## src/hw/rtl/stream_close_handshake_fsm_assert.svh

```systemverilog
// assertion macros for the stream close handshake controller
`ifndef STREAM_CLOSE_HANDSHAKE_FSM_ASSERT_SVH
`define STREAM_CLOSE_HANDSHAKE_FSM_ASSERT_SVH

`ifndef SYNTH

// same-cycle implication, checked out of reset
`define SCH_ASSERT_NOW(label, clk, rstn, ante, cons, msg) \
    label: assert property (@(posedge clk) disable iff (!rstn) (ante) |-> (cons)) \
        else $error(msg);

// next-cycle implication, checked out of reset
`define SCH_ASSERT_NEXT(label, clk, rstn, ante, cons, msg) \
    label: assert property (@(posedge clk) disable iff (!rstn) (ante) |=> (cons)) \
        else $error(msg);

`else

`define SCH_ASSERT_NOW(label, clk, rstn, ante, cons, msg)
`define SCH_ASSERT_NEXT(label, clk, rstn, ante, cons, msg)

`endif

`endif

```

## src/hw/rtl/sch_pkg.sv

```systemverilog
// types, codes and reset values shared by the close handshake controller
package sch_pkg;

    localparam int CFG_IDX_W  = 8;
    localparam int CFG_DATA_W = 32;

    localparam logic [CFG_IDX_W-1:0] CFG_IDX_DRAIN_TIMEOUT = 8'd0;
    localparam logic [CFG_IDX_W-1:0] CFG_IDX_CTRL_TIMEOUT  = 8'd1;
    localparam logic [CFG_IDX_W-1:0] CFG_IDX_MAX_RETRIES   = 8'd2;
    localparam logic [CFG_IDX_W-1:0] CFG_IDX_INITIATOR     = 8'd3;

    localparam logic [31:0] RST_DRAIN_TIMEOUT = 32'd30000;
    localparam logic [31:0] RST_CTRL_TIMEOUT  = 32'd1000;
    localparam logic [7:0]  RST_MAX_RETRIES   = 8'd3;
    localparam logic        RST_INITIATOR     = 1'b1;

    localparam logic [7:0] RSN_NORMAL  = 8'd0;
    localparam logic [7:0] RSN_TIMEOUT = 8'd1;

    localparam logic [1:0] ST_OK     = 2'd0;
    localparam logic [1:0] ST_CLOSED = 2'd1;
    localparam logic [1:0] ST_STATE  = 2'd2;

    typedef enum logic [1:0] {
        EV_TICK         = 2'd0,
        EV_LOCAL_CLOSE  = 2'd1,
        EV_PEER_CLOSE   = 2'd2,
        EV_READ_DRAINED = 2'd3
    } func_t;

    typedef enum logic [1:0] {
        LIFE_OPEN    = 2'd0,
        LIFE_CLOSING = 2'd1,
        LIFE_CLOSED  = 2'd2
    } life_t;

    typedef enum logic [1:0] {
        PH_LOCAL_DRAIN  = 2'd0,
        PH_WAIT_ACK     = 2'd1,
        PH_REMOTE_DRAIN = 2'd2,
        PH_FINALIZE     = 2'd3
    } phase_t;

    typedef struct packed {
        logic [1:0]  func;
        logic [31:0] now_ms;
        logic [7:0]  peer_reason;
        logic        send_queue_empty;
        logic        recv_queue_empty;
        logic        link_up;
        logic        payload_sent;
    } in_word_t;

    typedef struct packed {
        logic [1:0] status;
        logic       send_close;
        logic       send_ack;
        logic [7:0] ctrl_reason;
        logic       closed_now;
        logic [7:0] notify_reason;
        logic [1:0] life_state;
        logic [1:0] close_phase_out;
    } out_word_t;

    typedef struct packed {
        logic [31:0] drain_timeout;
        logic [31:0] ctrl_timeout;
        logic [7:0]  max_close_retries;
        logic        initiator;
    } cfg_t;

    typedef struct packed {
        life_t       life;
        phase_t      phase;
        logic [7:0]  reason_kept;
        logic [7:0]  retries_done;
        logic [31:0] drain_start;
        logic [31:0] last_ctrl_time;
    } state_t;

endpackage

```

## src/hw/rtl/sch_cfg_regs.sv

```systemverilog
// configuration register file of the close handshake controller
module sch_cfg_regs
    import sch_pkg::*;
(
    input  logic                  aclk,
    input  logic                  aresetn,
    input  logic                  cfg_valid,
    output logic                  cfg_ready,
    input  logic [CFG_IDX_W-1:0]  cfg_index,
    input  logic [CFG_DATA_W-1:0] cfg_data,
    output cfg_t                  cfg
);

    cfg_t cfg_reg;

    assign cfg_ready = 1'b1;
    assign cfg       = cfg_reg;

    always_ff @(posedge aclk) begin
        if (!aresetn) begin
            cfg_reg.drain_timeout     <= RST_DRAIN_TIMEOUT;
            cfg_reg.ctrl_timeout      <= RST_CTRL_TIMEOUT;
            cfg_reg.max_close_retries <= RST_MAX_RETRIES;
            cfg_reg.initiator         <= RST_INITIATOR;
        end else if (cfg_valid && cfg_ready) begin
            case (cfg_index)
                CFG_IDX_DRAIN_TIMEOUT: begin
                    cfg_reg.drain_timeout <= cfg_data[31:0];
                end
                CFG_IDX_CTRL_TIMEOUT: begin
                    cfg_reg.ctrl_timeout <= cfg_data[31:0];
                end
                CFG_IDX_MAX_RETRIES: begin
                    cfg_reg.max_close_retries <= cfg_data[7:0];
                end
                CFG_IDX_INITIATOR: begin
                    cfg_reg.initiator <= cfg_data[0];
                end
                default: begin
                end
            endcase
        end
    end

endmodule

```

## src/hw/rtl/sch_engine.sv

```systemverilog
// stream lifecycle state and the per-event close handshake logic
module sch_engine
    import sch_pkg::*;
(
    input  logic      aclk,
    input  logic      aresetn,
    input  logic      step_en,
    input  in_word_t  ev,
    input  cfg_t      cfg,
    output out_word_t result
);

    state_t      state_reg;
    state_t      state_next;
    out_word_t   res;

    logic [31:0] anchor;
    logic [31:0] tmo;
    logic [32:0] deadline;
    logic        expired;
    logic [7:0]  retries_inc;

    // one shared deadline compare, anchor picked by phase
    always_comb begin
        if (state_reg.phase == PH_WAIT_ACK) begin
            anchor = state_reg.last_ctrl_time;
            tmo    = cfg.ctrl_timeout;
        end else begin
            anchor = state_reg.drain_start;
            tmo    = cfg.drain_timeout;
        end
        deadline = {1'b0, anchor} + {1'b0, tmo};
        expired  = ({1'b0, ev.now_ms} >= deadline);
    end

    assign retries_inc = state_reg.retries_done + 8'd1;

    always_comb begin
        state_next = state_reg;
        res        = '0;
        res.status = ST_OK;

        case (func_t'(ev.func))
            EV_TICK: begin
                if (state_reg.life == LIFE_CLOSING && ev.link_up) begin
                    case (state_reg.phase)
                        PH_LOCAL_DRAIN: begin
                            if (ev.send_queue_empty) begin
                                state_next.phase          = PH_WAIT_ACK;
                                state_next.retries_done   = 8'd0;
                                state_next.last_ctrl_time = ev.now_ms;
                                res.send_close            = 1'b1;
                                res.ctrl_reason           = RSN_NORMAL;
                                if (cfg.max_close_retries == 8'd0) begin
                                    state_next.life   = LIFE_CLOSED;
                                    res.closed_now    = 1'b1;
                                    res.notify_reason = RSN_NORMAL;
                                end
                            end else if (expired) begin
                                state_next.reason_kept    = RSN_TIMEOUT;
                                state_next.last_ctrl_time = ev.now_ms;
                                res.send_close            = 1'b1;
                                res.ctrl_reason           = RSN_TIMEOUT;
                                state_next.life           = LIFE_CLOSED;
                                res.closed_now            = 1'b1;
                                res.notify_reason         = RSN_TIMEOUT;
                            end
                        end
                        PH_WAIT_ACK: begin
                            if (expired) begin
                                if (state_reg.retries_done < cfg.max_close_retries) begin
                                    // resend the close with the kept reason
                                    state_next.retries_done   = retries_inc;
                                    state_next.last_ctrl_time = ev.now_ms;
                                    res.send_close            = 1'b1;
                                    res.ctrl_reason           = state_reg.reason_kept;
                                    if (retries_inc == cfg.max_close_retries) begin
                                        state_next.life   = LIFE_CLOSED;
                                        res.closed_now    = 1'b1;
                                        res.notify_reason = state_reg.reason_kept;
                                    end
                                end else begin
                                    state_next.life   = LIFE_CLOSED;
                                    res.closed_now    = 1'b1;
                                    res.notify_reason = state_reg.reason_kept;
                                end
                            end
                        end
                        PH_REMOTE_DRAIN: begin
                            if (expired) begin
                                state_next.life   = LIFE_CLOSED;
                                res.closed_now    = 1'b1;
                                res.notify_reason = RSN_TIMEOUT;
                            end
                        end
                        default: begin
                            state_next.life   = LIFE_CLOSED;
                            res.closed_now    = 1'b1;
                            res.notify_reason = state_reg.reason_kept;
                        end
                    endcase
                end
            end
            EV_LOCAL_CLOSE: begin
                if (state_reg.life == LIFE_CLOSING) begin
                    if (state_reg.phase == PH_REMOTE_DRAIN) begin
                        state_next.reason_kept = RSN_NORMAL;
                        state_next.phase       = PH_FINALIZE;
                    end
                end else if (state_reg.life == LIFE_OPEN) begin
                    state_next.last_ctrl_time = ev.now_ms;
                    state_next.drain_start    = ev.now_ms;
                    state_next.reason_kept    = RSN_NORMAL;
                    state_next.retries_done   = 8'd0;
                    state_next.phase          = PH_LOCAL_DRAIN;
                    state_next.life           = LIFE_CLOSING;
                    if (cfg.initiator && !ev.payload_sent) begin
                        // nothing ever sent: close silently
                        state_next.life   = LIFE_CLOSED;
                        res.closed_now    = 1'b1;
                        res.notify_reason = RSN_NORMAL;
                    end else if (ev.send_queue_empty) begin
                        state_next.phase = PH_WAIT_ACK;
                        res.send_close   = 1'b1;
                        res.ctrl_reason  = RSN_NORMAL;
                        if (cfg.max_close_retries == 8'd0) begin
                            state_next.life   = LIFE_CLOSED;
                            res.closed_now    = 1'b1;
                            res.notify_reason = RSN_NORMAL;
                        end
                    end
                end
            end
            EV_PEER_CLOSE: begin
                if (state_reg.life == LIFE_CLOSED) begin
                    res.status = ST_CLOSED;
                end else if (ev.peer_reason != RSN_NORMAL) begin
                    res.send_ack      = 1'b1;
                    res.ctrl_reason   = ev.peer_reason;
                    state_next.life   = LIFE_CLOSED;
                    res.closed_now    = 1'b1;
                    res.notify_reason = ev.peer_reason;
                end else begin
                    res.send_ack    = 1'b1;
                    res.ctrl_reason = RSN_NORMAL;
                    if (state_reg.life == LIFE_CLOSING) begin
                        if (state_reg.phase == PH_LOCAL_DRAIN ||
                            state_reg.phase == PH_WAIT_ACK) begin
                            state_next.reason_kept = RSN_NORMAL;
                            state_next.phase       = PH_FINALIZE;
                        end
                    end else begin
                        state_next.reason_kept = RSN_NORMAL;
                        state_next.phase       = PH_REMOTE_DRAIN;
                        state_next.drain_start = ev.now_ms;
                        state_next.life        = LIFE_CLOSING;
                        if (ev.recv_queue_empty) begin
                            state_next.phase = PH_FINALIZE;
                        end
                    end
                end
            end
            default: begin
                if (state_reg.life == LIFE_CLOSED) begin
                    res.status = ST_CLOSED;
                end else if (state_reg.life == LIFE_CLOSING) begin
                    if (state_reg.phase != PH_REMOTE_DRAIN) begin
                        res.status = ST_STATE;
                    end else if (ev.recv_queue_empty) begin
                        state_next.phase = PH_FINALIZE;
                    end
                end
            end
        endcase

        res.life_state      = state_next.life;
        res.close_phase_out = state_next.phase;
    end

    assign result = res;

    always_ff @(posedge aclk) begin
        if (!aresetn) begin
            state_reg.life           <= LIFE_OPEN;
            state_reg.phase          <= PH_LOCAL_DRAIN;
            state_reg.reason_kept    <= 8'd0;
            state_reg.retries_done   <= 8'd0;
            state_reg.drain_start    <= 32'd0;
            state_reg.last_ctrl_time <= 32'd0;
        end else if (step_en) begin
            state_reg <= state_next;
        end
    end

endmodule

```

## src/hw/rtl/stream_close_handshake_fsm.sv

```systemverilog
// top level of the per-stream close handshake controller
//
//  channel  | ports                              | moves
//  ---------+------------------------------------+------------------------------
//  event in | s_valid  s_ready  s_data           | one event word per handshake
//  result   | m_valid  m_ready  m_data           | one result word per event
//  config   | cfg_valid cfg_ready cfg_index/data | one register write
//
// an event word is taken into the input register, runs through the event
// logic and lands in the result register; one event per cycle is sustained
// while the result is not stalled, set by the single state update
// reset is synchronous and active low; it restores config defaults and an
// open stream in the local drain phase
// a stalled result holds the input register; s_ready then follows m_ready
`include "stream_close_handshake_fsm_assert.svh"

module stream_close_handshake_fsm
    import sch_pkg::*;
(
    input  logic                  aclk,
    input  logic                  aresetn,
    // event words in
    input  logic                  s_valid,
    output logic                  s_ready,
    input  in_word_t              s_data,
    // result words out
    output logic                  m_valid,
    input  logic                  m_ready,
    output out_word_t             m_data,
    // register writes
    input  logic                  cfg_valid,
    output logic                  cfg_ready,
    input  logic [CFG_IDX_W-1:0]  cfg_index,
    input  logic [CFG_DATA_W-1:0] cfg_data
);

    // input stage
    logic      in_valid_reg;
    in_word_t  in_data_reg;

    // result stage
    logic      m_valid_reg;
    out_word_t m_data_reg;

    cfg_t      cfg;
    out_word_t step_result;
    logic      advance;

    // the held event moves on when the result slot is free or being emptied
    assign advance = in_valid_reg && (!m_valid_reg || m_ready);
    assign s_ready = !in_valid_reg || advance;

    assign m_valid = m_valid_reg;
    assign m_data  = m_data_reg;

    sch_cfg_regs u_cfg_regs (
        .aclk      (aclk),
        .aresetn   (aresetn),
        .cfg_valid (cfg_valid),
        .cfg_ready (cfg_ready),
        .cfg_index (cfg_index),
        .cfg_data  (cfg_data),
        .cfg       (cfg)
    );

    // state only updates on the cycle the event reaches the result register
    sch_engine u_engine (
        .aclk    (aclk),
        .aresetn (aresetn),
        .step_en (advance),
        .ev      (in_data_reg),
        .cfg     (cfg),
        .result  (step_result)
    );

    // input register valid
    always_ff @(posedge aclk) begin
        if (!aresetn) begin
            in_valid_reg <= 1'b0;
        end else if (s_valid && s_ready) begin
            in_valid_reg <= 1'b1;
        end else if (advance) begin
            in_valid_reg <= 1'b0;
        end
    end

    // input register payload, no reset
    always_ff @(posedge aclk) begin
        if (s_valid && s_ready) begin
            in_data_reg <= s_data;
        end
    end

    // result register valid
    always_ff @(posedge aclk) begin
        if (!aresetn) begin
            m_valid_reg <= 1'b0;
        end else if (advance) begin
            m_valid_reg <= 1'b1;
        end else if (m_ready) begin
            m_valid_reg <= 1'b0;
        end
    end

    // result register payload, no reset
    always_ff @(posedge aclk) begin
        if (advance) begin
            m_data_reg <= step_result;
        end
    end

    // a stalled result must hold the event stage full
    `SCH_ASSERT_NOW(a_stall_blocks_input, aclk, aresetn, m_valid_reg && !m_ready && in_valid_reg, !s_ready, "input taken while result stalled")
    // an event that leaves the input stage always shows up as a result
    `SCH_ASSERT_NEXT(a_advance_fills_result, aclk, aresetn, advance, m_valid_reg, "processed event lost")
    // a final close always leaves the stream closed
    `SCH_ASSERT_NOW(a_close_means_closed, aclk, aresetn, m_valid_reg && m_data_reg.closed_now, m_data_reg.life_state == LIFE_CLOSED, "closed_now without closed state")
    // an error status carries no requests
    `SCH_ASSERT_NOW(a_error_is_quiet, aclk, aresetn, m_valid_reg && m_data_reg.status != ST_OK, !m_data_reg.send_close && !m_data_reg.send_ack && !m_data_reg.closed_now, "error status with side effects")
    // close and ack never requested together
    `SCH_ASSERT_NOW(a_one_ctrl_msg, aclk, aresetn, m_valid_reg, !(m_data_reg.send_close && m_data_reg.send_ack), "close and ack in one word")
    // no control message means no control reason
    `SCH_ASSERT_NOW(a_reason_needs_msg, aclk, aresetn, m_valid_reg && !m_data_reg.send_close && !m_data_reg.send_ack, m_data_reg.ctrl_reason == RSN_NORMAL, "ctrl_reason without message")

endmodule
```

## config.mk

```make
export PLATFORM = sky130hd
export DESIGN_NAME = stream_close_handshake_fsm
export DESIGN_NICKNAME = d
export VERILOG_FILES = /design/src/hw/rtl/sch_pkg.sv /design/src/hw/rtl/sch_cfg_regs.sv /design/src/hw/rtl/sch_engine.sv /design/src/hw/rtl/stream_close_handshake_fsm.sv
export VERILOG_INCLUDE_DIRS = /design/src /design/src/hw/rtl
export SDC_FILE = /design/constraint.sdc
export NUM_CORES = 1
export LEC_CHECK = 0
export ABC_AREA = 1
export BUFFER_PORTS_ARGS = -buffer_cell sky130_fd_sc_hd__clkbuf_2
export CAP_MARGIN = 20
export CORE_MARGIN = 4
export CORE_UTILIZATION = 60
export DETAILED_ROUTE_END_ITERATION = 8
export GPL_ROUTABILITY_DRIVEN = 0
export PLACE_DENSITY = 0.88
export SLEW_MARGIN = 30
export SYNTH_ARGS = -nofsm -noshare
export SYNTH_HDL_FRONTEND = slang
export SYNTH_SLANG_ARGS = --single-unit
```

## constraint.sdc

```tcl
create_clock -name aclk -period 9.6 [get_ports aclk]
set_input_delay 0.48 -clock aclk [delete_from_list [all_inputs] [get_ports aclk]]
set_output_delay 0.48 -clock aclk [all_outputs]
set_load 0.02 [all_outputs]
```

# Word-level counts from Yosys, hierarchy flattened
# Index checks and enable logic that the tools add are counted.
# totals
regBits	230
input_bits	91
output_inout_bits	28
word_cells	184
# op_classes
add_sub_neg	2
order_cmp	2
eq_ne	28
mux	93
bitwise_logic	1
n_reduce_logical	31
# ops
op	count
2-to-1 mux 32 bit	10
one-hot mux 32 bit (2 select lines)	3
2-to-1 mux 17 bit	6
2-to-1 mux 84 bit	1
2-to-1 mux 72 bit	1
2-to-1 mux 10 bit	7
2-to-1 mux 8 bit	8
2-to-1 mux 9 bit	7
one-hot mux 17 bit (3 select lines)	1
one-hot mux 8 bit (2 select lines)	3
2-to-1 mux 2 bit	20
adder 32 x 32 -> 33 bit	1
>= comparator 32 x 33 -> 1 bit	1
one-hot mux 9 bit (3 select lines)	1
one-hot mux 8 bit (3 select lines)	1
2-to-1 mux 20 bit	1
one-hot mux 2 bit (3 select lines)	3
AND reduction 9 bit	2
equality test 8 x 2 -> 1 bit, second input constant	2
logical NOT 8 bit	2
2-to-1 mux 1 bit	15
2-to-1 mux 12 bit	1
inequality test 2 bit, second input constant	6
inequality test 3 bit, second input constant	4
other kinds (25)	50

# Longest topological paths before layout
# Gate-level depths: netlist of the first run.
# depth
word_depth	9
mapped_depth	40
ltp_nobuf	37

# Modules after synthesis
# A second synthesis of the first run with hierarchy kept.
# unflattened
cells_unflattened	1641
area_unflattened_um2	12584.6
# by_module_without_submodules
mod	instances	cells_per_inst	area_each_um2	seq_area_each_um2
sch_engine	1	1124	7275.7	1541.5
sch_cfg_regs	1	433	3081.7	1461.4
stream_close_handshake_fsm	1	84	2227.1	2172.1

# Worst setup path before layout of the first run
# Ideal clock, no wire load.
# synth_path
path_kind	flip-flop to flip-flop
start	register u_engine.state_reg[80] in the netlist's numbering
end	register u_engine.state_reg[2] in the netlist's numbering
setup_ps	116
arrival_time_ps	5105
required_time_ps	9484
setup_slack_ps	4379
stages_incl_launch_ff	40
path_buffers	4
period_less_slack_ps	5221
cell_sequence	dfxtp_1 > clkbuf_1 > inv_1 > nor2_1 > inv_1 > clkbuf_1 > clkbuf_1 > nand2_1 > nand2_1 > ha_1 > fa_1 > nand3_1 > nand2_1 > nand3_1 > nand2_2 > nand2_1 > a21oi_1 > a21boi_0 > (+4 left out) > xor2_1 > ha_1 > nand2_1 > inv_1 > nand3_1 > nor4_1 > nand2_1 > o21bai_1 > nand3_1 > nand2_4 > nand2_2 > nand3_2 > nand2_2 > nor2_4 > inv_2 > buf_6 > nor2_2 > nor2_1
# synth_between
elab_chain_len	6
word_cells_on_any_way	14
cone_classes	add/sub: 1; order compare: 1; eq/ne: 5; mux: 5; reduce/logical: 2
# synth_lines
item	line	source
start: declaration	sch_engine.sv:13	state_t state_reg;
start signal: assignment	sch_engine.sv:191	state_reg <= state_next;
equality test 2 x 1 -> 1 bit	sch_engine.sv:25, sch_engine.sv:46	
2-to-1 mux 32 bit	sch_engine.sv:25	if (state_reg.phase == PH_WAIT_ACK) begin
adder 32 x 32 -> 33 bit	sch_engine.sv:32	deadline = {1'b0, anchor} + {1'b0, tmo};
>= comparator 32 x 33 -> 1 bit	sch_engine.sv:33	expired = ({1'b0, ev.now_ms} >= deadline);
inequality test 4 x 3 -> 1 bit (no source line) / inequality test 3 x 2 -> 1 bit (equally long branches)	n/a	
AND reduction 9 bit (no source line)	n/a	
# Several ways; a longest one is shown, not always the timed one. The select of a mux whose other input is x is not followed.
# A chain may end at the register's enable or synchronous reset.

# Final worst setup path of the first run
# layout_path
start	register u_engine.state_reg[80] in the netlist's numbering
end	register u_engine.state_reg[13] in the netlist's numbering
# The elaborated chain is that of the path after synthesis.

==> flow_metrics.py, run 1 <==
metrics = {
    "route": {
        "drt_first_pass_iters": 6,
        "drt_iter0_markers": 840,
        "wl_met3_mm": 1.92,
        "top_layer_used": "met4",
        "wl_met1_mm": 11.6,
        "wl_met2_mm": 14.5,
        "vias": 10700,
        "drc_errors": 0,
        "wire_per_inst_um": 15.6,
        "postRouteAntennaNets": 0,
        "drt_wl_total_mm": 29.7,
        "viasPerCell": 5.65,
    },
    "clocking": {
        "clk_pin_slew_ns": 0.06,
        "cts_setup_buffers": 0,
        "hold_buffers": 0,
        "cts_buffers": 23,
        "htree_levels": 1,
        "clkLatencyLatePin_ns": 0.51,
        "cts_tree": "built",
        "cts-resized-gates": 0,
        "clock_path_buffers": 3,
        "root_buffer": "clkbuf_16",
        "cts_num_sinks": 223,
    },
    "worst_hold_path": {
        "min-delay-start": "s_data[2]",
        "min-delay-path-class": "in -> reg",
    },
    "worst_setup_path": {
        "cp_max_fo": 68,
        "crit_path_top_delay_cell": "nor2_4",
        "cp-end-kind": "flip-flop",
        "slowest_delay_ns": 0.70,
        "timing.rr.start": "u_engine.state_reg[80]",
        "cp.required_ns": 9.99,
        "worstPathArrival_ns": 7.50,
        "worst_path_most_repeated_cell": "nand2_1",
        "critPathKind": "reg -> reg",
        "start_kind": "flip-flop",
        "cp-startpoint": "u_engine.state_reg[80]",
    },
    "sta": {
        "max_slew_margin_pct": 39.8,
        "max_slew.worst_pin.slew_ns": 0.901,
        "hold_ws_ns": 0.146,
        "fin_skew_ns": 0.0103,
        "slew_viol_final": 0,
        "hold_violations": 0,
        "fin_crit_sh_pct": 74.1,
        "rsz0062_at_grt": "false",
        "final-setup-viol-count": 0,
        "timing.fmax_mhz": 141,
        "tns_ns": 0,
        "fin_crit_ns": 7.11,
    },
    "yosys": {
        "ys_warn_count": 0,
        "synth_fp_nets": 1706,
        "netlist_area_sq_um": 11900,
        "async_flop_share_pct": 0,
        "ys.flop_type": "dfxtp_1",
        "synth_edf_count": 71,
        "avgSynthCellArea_sq_um": 7.75,
        "ys_seq_elements": 223,
        "ys_top_cells_by_area": "dfxtp_1 (26%), edfxtp_1 (18%), nand2_1 (12%)",
        "synth_cells": 1536,
        "ys_seq_area_share_pct": 43.5,
        "yosysTopAreaCell": "dfxtp_1",
        "yosys.area.top_type_share_pct": 25.6,
        "synth_commonest_cells": "nand2_1 (392), nor2_1 (197), dfxtp_1 (152)",
        "synth.most_common_cell": "nand2_1",
        "synth_cell_types": 53,
    },
    "floorplan": {
        "boundaryPins": 119,
        "dieArea_sq_um": 22100,
        "dieWidth_um": 149,
        "core_sq_um": 19500,
        "initial_core_util_pct": 61.1,
        "std_cell_rows": 51,
        "die_y_um": 149,
    },
    "cells_and_area": {
        "diodes": 0,
        "largest_register_ffs": 77,
        "final_cells": 1901,
        "num-nets-final": 1790,
        "drive_above_1_share_pct": 13.5,
        "area_growth_pct": 12.3,
    },
    "placed_design": {
        "dp_hpwl_mm": 20.6,
        "dp_cells": 1859,
        "io_buffers": 117,
    },
    "power": {
        "vdd_ir_drop_max_mv": 0.155,
        "powerDensity_nw_per_um2": 163,
        "leakagePower_uw": 0.00584,
    },
    "global_route": {
        "grt_max_degree": 106,
        "grt_usage_pct": 26.5,
        "grt_pass1_vias": 10300,
        "grt_first_pass_wirelength_mm": 48.6,
        "antenna_found_initial": 0,
        "overflow": 0,
    },
    "run_status": {
        "status": "completed",
    },
    "flow_run": {
        "cap_violations": 0,
    },
}
layer usage:
metal | global-route usage [%] | vias up
met4 | 13.5 | 0
met2 | 46.3 | 440
li1 | - | 5302
met5 | 0 | -
met1 | 32.3 | 4887
met3 | 3.34 | 111
kinds of logic after synthesis:
family | Yosys count | share of synthesized area (%)
simple gates | 746 | 26.4
xor+xnor | 34 | 2.62
compound gates | 296 | 13.6
flops | 223 | 43.5
other cells | 1 | 0.0315
buf+inv | 157 | 5.47
fa+ha+maj | 79 | 8.37
metrics by stage:
step                total power [uW]  area [sq um]  utilization (%)  worst slack, ns
floorplan                       1220         11900                -             4.38
global placement                1280         12600             64.5             2.99
detailed placement              1290         12600             64.6             2.74
CTS                             2180         13300             68.5             2.72
global route                    2260         13400             68.7             1.79
finish                          2170         13400             68.7             2.49
final cells by class:
| type | instances | area (sq um) |
|---|---|---|
| clock buffers | 32 | 661 |
| clock inverters | 9 | 101 |
| fillers | 1554 | 6100 |
| inverters | 92 | 350 |
| multi-input cells | 1156 | 6090 |
| flip-flops and latches | 223 | 5170 |
| well taps | 265 | 332 |
| repair buffers | 124 | 658 |
cells in the final DEF (no fill, tap or decap), drive strengths merged, types with 13 or more instances in the layout:
cell	count
nand2	400
nand3	71
xnor2	17
a21oi	121
edfxtp	71
xor2	16
inv	91
o21ai	127
o211ai	16
clkbuf	149
nor3	13
dfxtp	152
nor2	231
ha	78
where the power goes:
| part | internal [uW] | switching (uW) |
|---|---|---|
| clock network | 534 | 359 |
| registers | 1010 | 24.3 |
| logic | 84.0 | 164 |
worst max-delay path: cells and delay by family, from the launching register on:
kind,cells,cell delay (ns)
and+or+nand+nor,19,2.89
adders and majority gates,2,0.54
xor gates and xnor gates,1,0.11
buffers and inverters,3,1.33
DFF,1,0.46
AOI/OAI and AO/OA,7,1.58
worst paths after layout:
path	end	slack (ns)	cells after the start
max	u_engine.state_reg[13]	2.49	32
min	in_data_reg[2]	0.15	1
max reg2reg	u_engine.state_reg[13]	2.49	32
min reg2reg	u_engine.state_reg[51]	0.47	2
Power figures use the tool's default switching activity.
==> run 2: changes to the inputs <==
==> constraint.sdc (replaced) <==
create_clock -name aclk -period 6.6 [get_ports aclk]
set_input_delay 0.33 -clock aclk [delete_from_list [all_inputs] [get_ports aclk]]
set_output_delay 0.33 -clock aclk [all_outputs]
set_load 0.02 [all_outputs]
==> run 2 against run 1 <==
Routed wire length grew 3.4%. Non-clock buffer count is 44 higher. Combinational power up 55%. Sequential power grew 46%. Clock power grew 38%. Setup slack got worse by 1.9 ns. Fmax rose by 18%. Critical path type unchanged. Largest power group unchanged.
==> flow_metrics.py, run 2 (same netlist as run 1, synthesis figures left out) <==
metrics = {
    "run_status": {
        "status": "completed",
    },
    "sta": {
        "slew_viol_final": 0,
        "fin_crit_sh_pct": 91.6,
        "max_slew_margin_pct": 39.0,
        "max_slew.worst_pin.slew_ns": 0.914,
        "setup_ws_ns": 0.556,
        "fin_skew_ns": 0.0111,
        "timing.fmax_mhz": 165,
        "fin_crit_ns": 6.04,
        "hold_violations": 0,
        "final-setup-viol-count": 0,
    },
    "cells_and_area": {
        "drive_above_1_share_pct": 13.3,
        "diodes": 0,
        "final_cell_mix": "nand2_1 (391), nor2_1 (196), dfxtp_1 (152), a21oi_1 (118), clkbuf_2 (117)",
        "fin_area_sq_um": 13700,
        "layout_commonest_cell": "nand2_1",
        "num-nets-final": 1834,
        "largest_register_ffs": 77,
        "area_growth_pct": 15.4,
    },
    "floorplan": {
        "die_y_um": 149,
        "core_sq_um": 19500,
        "dieWidth_um": 149,
        "dieArea_sq_um": 22100,
        "std_cell_rows": 51,
        "initial_core_util_pct": 61.1,
        "boundaryPins": 119,
    },
    "route": {
        "postRouteAntennaNets": 0,
        "drt_iter0_markers": 892,
        "viasPerCell": 5.71,
        "drt_wl_total_mm": 30.7,
        "drc_errors": 0,
        "wire_per_inst_um": 15.8,
        "drt_first_pass_iters": 8,
        "vias": 11100,
    },
    "placed_design": {
        "dp_hpwl_mm": 20.8,
        "dpl_cell_area_sq_um": 12600,
        "io_buffers": 117,
        "pre_cts_ws_ns": 0.588,
    },
    "worst_setup_path": {
        "slowest_delay_ns": 0.66,
        "start_kind": "flip-flop",
        "cp_max_fo": 68,
        "cp-end-kind": "flip-flop",
        "worstPathArrival_ns": 6.48,
        "worst_path_most_repeated_cell": "nand2_1",
        "critPathKind": "reg -> reg",
        "path_buf_inv": 3,
        "cp.required_ns": 7.03,
        "worst_path_dominant_cell_family": "compound AO/OA/AOI/OAI gates",
        "crit_path_top_delay_cell": "inv_2",
    },
    "power": {
        "pwr-share-seq_pct": 48.2,
        "p_clk_share_pct": 39.5,
        "leakagePower_uw": 0.00600,
        "powerDensity_nw_per_um2": 227,
        "power_frac_comb_pct": 12.3,
        "swShare_pct": 26.1,
        "switchingPower_uw": 813,
        "vdd_ir_drop_max_mv": 0.332,
        "internal_power_uw": 2300,
    },
    "clocking": {
        "root_buffer": "clkbuf_16",
        "htree_levels": 1,
        "cts_num_sinks": 223,
        "cts_setup_buffers": 0,
        "clk_pin_slew_ns": 0.07,
        "clock_path_buffers": 3,
        "clkLatencyLatePin_ns": 0.51,
        "cts_tree": "built",
        "cts_buffers": 23,
    },
    "global_route": {
        "grt_max_degree": 106,
        "grt_first_pass_wirelength_mm": 49.8,
        "antenna_found_initial": 0,
        "grt_usage_pct": 27.2,
        "overflow": 0,
        "grt_pass1_vias": 10600,
    },
    "flow_run": {
        "cap_violations": 0,
    },
    "worst_hold_path": {
        "min-delay-path-class": "in -> reg",
    },
}
## run 2: cell count changes in the layout (fill, tap and decap cells not counted), sizes merged
cell	delta
buf	+3
bufinv	-1
clkbuf	-1
clkinv	+3
clkinvlp	-1
dlygate4sd3	+41
## run 2: power groups by stage
stage	registers [uW]	logic, uW	clock network (uW)
floorplan	1530	241	0
global placement	1530	342	0
detailed placement	1530	353	0
CTS	1500	375	1250
global route	1500	428	1310
finish	1500	384	1230
## run 2: final cells by class
class | count | area (sq um)
Sequential cell | 223 | 5170
Tap cell | 265 | 332
Fill cell | 1507 | 5740
Timing Repair Buffer | 168 | 1080
Inverter | 92 | 350
Clock buffer | 31 | 616
Clock inverter | 10 | 87.6
Multi-Input combinational cell | 1156 | 6090
## run 2: through the flow
step | util, % | setup TNS, ns | hold WS [ns] | power [uW] | std cells
after CTS | 70.4 | 0 | 0.00126 | 3120 | 1944
after global routing | 70.5 | -0.00666 | 0.0117 | 3240 | 1945
after detailed placement | 64.7 | 0 | 0.457 | 1880 | 1863
after floorplan | - | 0 | 0.429 | 1770 | 1536
after global placement | 64.7 | 0 | 0.452 | 1870 | 1863
final | 70.5 | 0 | 0.0150 | 3110 | 1945
## run 2: worst paths after layout
path	startpoint	endpoint	slack, ns	cells past startpoint
worst max-delay path	u_engine.state_reg[80]	u_engine.state_reg[29]	0.56	33
worst max register to register	u_engine.state_reg[80]	u_engine.state_reg[29]	0.56	33
worst min-delay path	s_data[4]	in_data_reg[4]	0.02	1
worst min register to register	u_engine.state_reg[55]	u_engine.state_reg[55]	0.47	2
## run 2: per-layer routing
metal / wire, um / GRT usage [%]
met5: 0 / 0
met4: 1850 / 15.2
met3: 1980 / 3.77
met2: 14900 / 47.2
met1: 11900 / 32.6
## run 2: what timing repair did
action,4_1_cts,5_1_grt
hold endpoints to repair,40,1
hold buffers,40,1
setup endpoints to repair,0,25
gates resized for setup,0,3
